### src/hw/rtl/bf3_pkg.sv
package bf3_pkg;

	localparam int MAX_SIDE_DEF     = 1024;
	localparam int CHANNEL_BITS_DEF = 16;

	// fixed field widths of the ports
	localparam int FIELD_W = 16;
	localparam int POS_W   = 10;
	localparam int CFG_W   = 11;

	// positions wrap at this count, frame side never exceeds it
	localparam int POS_RANGE      = 1024;
	localparam int MIN_SIDE       = 2;
	localparam int FRAME_SIZE_RST = 512;

	// divisor of the clipped window
	typedef logic [1:0] cnt_code_t;
	localparam cnt_code_t CNT_NINE = 2'd0;
	localparam cnt_code_t CNT_SIX  = 2'd1;
	localparam cnt_code_t CNT_FOUR = 2'd2;

endpackage

### src/hw/rtl/bf3_mean.sv
module bf3_mean #(
	parameter int CHANNEL_BITS = bf3_pkg::CHANNEL_BITS_DEF
) (
	input  logic                    clk,
	input  logic                    load,
	input  bf3_pkg::cnt_code_t      code,
	input  logic [CHANNEL_BITS+3:0] sum  [3],
	output logic [CHANNEL_BITS-1:0] mean [3]
);

	// floor(x / d) = (x * ceil(2^K / d)) >> K for every window sum
	localparam int K     = CHANNEL_BITS + 8;
	localparam int MW    = K - 1;
	localparam int SUM_W = CHANNEL_BITS + 4;
	localparam int PW    = SUM_W + MW;

	localparam longint unsigned ONE_K = 64'd1 << K;
	localparam logic [MW-1:0] M_FOUR = MW'(ONE_K / 4);
	localparam logic [MW-1:0] M_SIX  = MW'((ONE_K + 64'd5) / 6);
	localparam logic [MW-1:0] M_NINE = MW'((ONE_K + 64'd8) / 9);

	logic [MW-1:0] mult;
	logic [PW-1:0] prod_s4 [3];

	always_comb begin
		case (code)
			bf3_pkg::CNT_NINE: mult = M_NINE;
			bf3_pkg::CNT_SIX:  mult = M_SIX;
			bf3_pkg::CNT_FOUR: mult = M_FOUR;
			default:           mult = M_FOUR;
		endcase
	end

	always_ff @(posedge clk) begin
		if (load) begin
			for (int ch = 0; ch < 3; ch++) begin
				prod_s4[ch] <= PW'(sum[ch]) * PW'(mult);
			end
		end
	end

	always_comb begin
		for (int ch = 0; ch < 3; ch++) begin
			mean[ch] = prod_s4[ch][K+CHANNEL_BITS-1:K];
		end
	end

endmodule

### config.mk
export PLATFORM = sky130hd
export DESIGN_NAME = bf3_mean
export DESIGN_NICKNAME = d
export VERILOG_FILES = /design/src/hw/rtl/bf3_pkg.sv /design/src/hw/rtl/bf3_mean.sv
export SDC_FILE = /design/constraint.sdc
export NUM_CORES = 1
export LEC_CHECK = 0
export BUFFER_PORTS_ARGS = -buffer_cell sky130_fd_sc_hd__buf_2
export CAP_MARGIN = 20
export CORE_MARGIN = 2
export CORE_UTILIZATION = 56
export CTS_CLUSTER_DIAMETER = 200
export CTS_CLUSTER_SIZE = 20
export DETAILED_ROUTE_END_ITERATION = 16
export GPL_TIMING_DRIVEN = 0
export MAX_ROUTING_LAYER = met4
export PLACE_DENSITY = 0.85
export SLEW_MARGIN = 10
export SYNTH_ARGS = -nofsm -noshare
export SYNTH_HDL_FRONTEND = slang
export SYNTH_SLANG_ARGS = --single-unit
### constraint.sdc
create_clock -name clk -period 7.4 [get_ports clk]
set_input_delay 0.74 -clock clk [delete_from_list [all_inputs] [get_ports clk]]
set_output_delay 0.74 -clock clk [all_outputs]
set_load 0.02 [all_outputs]
==> summary.txt <==
STA
  – Final setup fails: 0
  – Slew @ Worst Pin: 660 ps
  – Hold slack: 850 ps
  – Slew Viols, Final: 0
  – Slew margin rel.: 56.0%
  – Final Hold Vio Count: 0
  – Fmax: 138 MHz
  – Setup TNS: 0 ps
  – Final period util: 98.2%
  – Post-layout min period: 7260 ps

Clock network
  – TritonCTS Buffers: 5
  – Root Buffer: clkbuf_16
  – H-tree lvl count: 2
  – Clock Sink Count: 48
  – Clock tree buffer depth: 2
  – CTS clk-pin slew, worst paths: 110 ps
  – CTS tree: yes

Pwr
  – LEAKAGE: 19.0 nW
  – Switching part of the total: 53.0%
  – Peak supply drop: 0.000800 V
  – Flop pwr share: 6.1%
  – Pwr/cell area: 413 nW/µm²
  – Comb pwr share: 91.4%
  – Int Pwr: 6.40 mW
  – Switch Pwr: 7.22 mW
  – Clk pwr share: 2.5%

Setup path
  – Buf/Inv on CP: 7
  – Worst Path Class, Setup: input pin to register
  – Crit path required time: 7490 ps
  – CP endpoint kind: register
  – CP startpoint kind: input pin
  – Data arrival time of the worst path: 7350 ps
  – Max stage delay cell, worst path: fa_1
  – Top cell by count, worst path: fa_1
  – CP peak stage delay: 580 ps
  – Maximum fanout along the worst path: 10
  – CP top delay family: adder cells

Floorplan
  – Die area: 55600 µm²
  – Initial cell density of the core: 56.9%
  – Cell Rows: 84
  – Core area: 52900 µm²
  – Die height: 236 µm
  – Die Wd: 236 µm
  – I/O pin cnt: 112

Drt
  – Routed Antenna Nets: 0
  – DRT Pass-1 Iters: 5
  – Post-DR vias/cell: 5.33
  – WL/cell: 19.4 µm
  – Routed vias: 21300
  – Drc violations: 0
  – First DRT Iteration DRCs: 1562
  – WL final: 77.6 mm

Synthesis
  – Post-Syn Area: 30100 µm²
  – Most common flop cell mapped by yosys: edfxtp_1
  – Post-synth top area cell: fa_1
  – Syn_area_per_cell: 9.58 µm²
  – Syn. warnings: 0
  – Number of synthesized flops with an enable pin: 48
  – Post-synth top area share: 44.0%
  – Syn Nets: 4398
  – Synth unique cells: 66
  – Dominant cells by area after synthesis: fa_1 44%, ha_1 22%, inv_1 14%
  – Syn Inst Count: 3141
  – Post-synthesis sequential area ratio: 4.79%
  – Number of synthesized register bits: 48
  – Post-synth ARST share: 0%

Place
  – # port buffers: 110
  – DP Wirelength: 69.4 mm
  – GP Congestion: 1.03

Layout
  – Largest Register: prod_s4
  – Max reg flops: 48
  – Area grow syn2layout: 9.74%
  – Final core occ: 62.4%
  – Commonest non-fill, non-tap cell in the layout: inv_1
  – Most frequent cells in the layout: 1141 x inv_1, 639 x fa_1, 522 x ha_1, 127 x nand2_1, 110 x buf_2
  – Largest regs: prod_s4 x48
  – # nets final: 4556
  – Fraction of layout cells with a size suffix above 1: 10.2%

Min path
  – Worst hold path endpoint: prod_s4[0][122]$_DFFE_PP_
  – Worst hold path depth: 1
  – Type of the worst min-delay path: input pin to register
  – Hold Startpoint: load

GRT
  – Largest net degree at the start of global routing: 33
  – Vias in the first global route: 23300
  – GRT busiest layer: met2
  – Met2 GRT Util: 47.9%
  – Total GRT Usage: 29.9%
  – Met3 GRT Util: 6.30%
  – First-pass GRT wire length: 123 mm
  – Initial antenna violation count: 4
  – GR Overflow Total: 0
  – Met1 Use GR: 37.8%

Flow run
  – Max cap viols: 0

Outcome
  – Status: complete, no violations
how the worst max path moves through the flow:
stage | endpoint | start | depth (start not counted)
after floorplan | prod_s4[0][112]$_DFFE_PP_ | code[1] | 26
after CTS | prod_s4[0][112]$_DFFE_PP_ | code[1] | 27
final | prod_s4[0][38]$_DFFE_PP_ | code[1] | 25
after global routing | prod_s4[0][38]$_DFFE_PP_ | code[1] | 26
after detailed placement | prod_s4[0][38]$_DFFE_PP_ | code[1] | 27
after global placement | prod_s4[0][38]$_DFFE_PP_ | code[1] | 25
cells by family (layout without fill, tap and decap cells):
| kind of cell | after synthesis | in the layout | share of synthesized area (%) |
|---|---|---|---|
| flip-flops | 48 | 48 | 4.79 |
| XOR/XNOR | 88 | 88 | 2.56 |
| AND/OR/NAND/NOR | 404 | 404 | 6.73 |
| buffers and inverters | 1183 | 1342 | 14.8 |
| AO/OA/AOI/OAI | 224 | 224 | 4.98 |
| other | 0 | 4 | 0 |
| adder cells (fa/ha/maj) | 1193 | 1193 | 66.1 |
| multiplexers | 1 | 1 | 0.0374 |
power by group through the flow:
stage	combinational (mW)	clock [mW]	sequential (mW)
after floorplan	8.54	0	1.03
after global placement	11.0	0	0.835
after detailed placement	11.4	0	0.836
after CTS	11.9	0.342	0.833
after global routing	14.1	0.352	0.842
final	12.5	0.339	0.828
final cells by class:
| class | count | area, µm² |
|---|---|---|
| Timing Repair Buffer | 151 | 897 |
| Sequential cell | 48 | 1440 |
| Clock inverter | 3 | 68.8 |
| Tap cell | 688 | 861 |
| Antenna cell | 4 | 10.0 |
| Buffer | 25 | 297 |
| Fill cell | 4085 | 19900 |
| Inverter | 1158 | 4350 |
| Multi-Input combinational cell | 1910 | 25000 |
| Clock buffer | 5 | 125 |
Yosys cell counts (3+ instances only):
cell type,count
o21ai_1,12
o31ai_1,4
o21ai_0,18
nand3_1,8
o211ai_1,7
edfxtp_1,48
xor2_1,24
nand2b_1,32
inv_2,3
o311ai_1,3
a21oi_1,73
xnor2_1,64
nor2b_1,40
nand2_1,130
or3_1,4
nand3b_1,5
a211o_1,10
clkbuf_1,24
nor4_1,3
and2_1,58
a211oi_1,14
ha_1,532
inv_1,1155
o21a_1,3
fa_1,661
nor3_1,17
o21bai_1,6
a21o_1,31
nand4_1,11
and3_1,11
nor2_1,72
a31oi_1,11
per-layer routing:
metal  up-vias  part of all wire, %
met5         -                    0
met3       176                  8.7
met1     10700                   40
li1       9616                    -
met2       820                   47
met4         0                  4.1
what timing repair did:
| item | CTS | global route |
|---|---|---|
| gates cloned | 0 | 2 |
| resized for setup | 154 | 108 |
| pin swaps | 11 | 47 |
| hold buffers | 0 | 0 |
| setup buffers | 11 | 26 |
| endpoints found under the setup margin | 48 | 44 |
metrics by stage:
stage | setup WS, ps | std cells | total power [mW] | instance area, µm²
2_1_floorplan | -9.12 | 3141 | 9.57 | 30100
3_3_place_gp | -1640 | 3939 | 11.9 | 31500
3_5_place_dp | -1660 | 3941 | 12.2 | 31500
4_1_cts | -1.75 | 3960 | 13.1 | 32400
5_1_grt | -98.0 | 3992 | 15.3 | 33000
6_report | 136 | 3992 | 13.6 | 33000
Power figures use the tool's default switching activity.
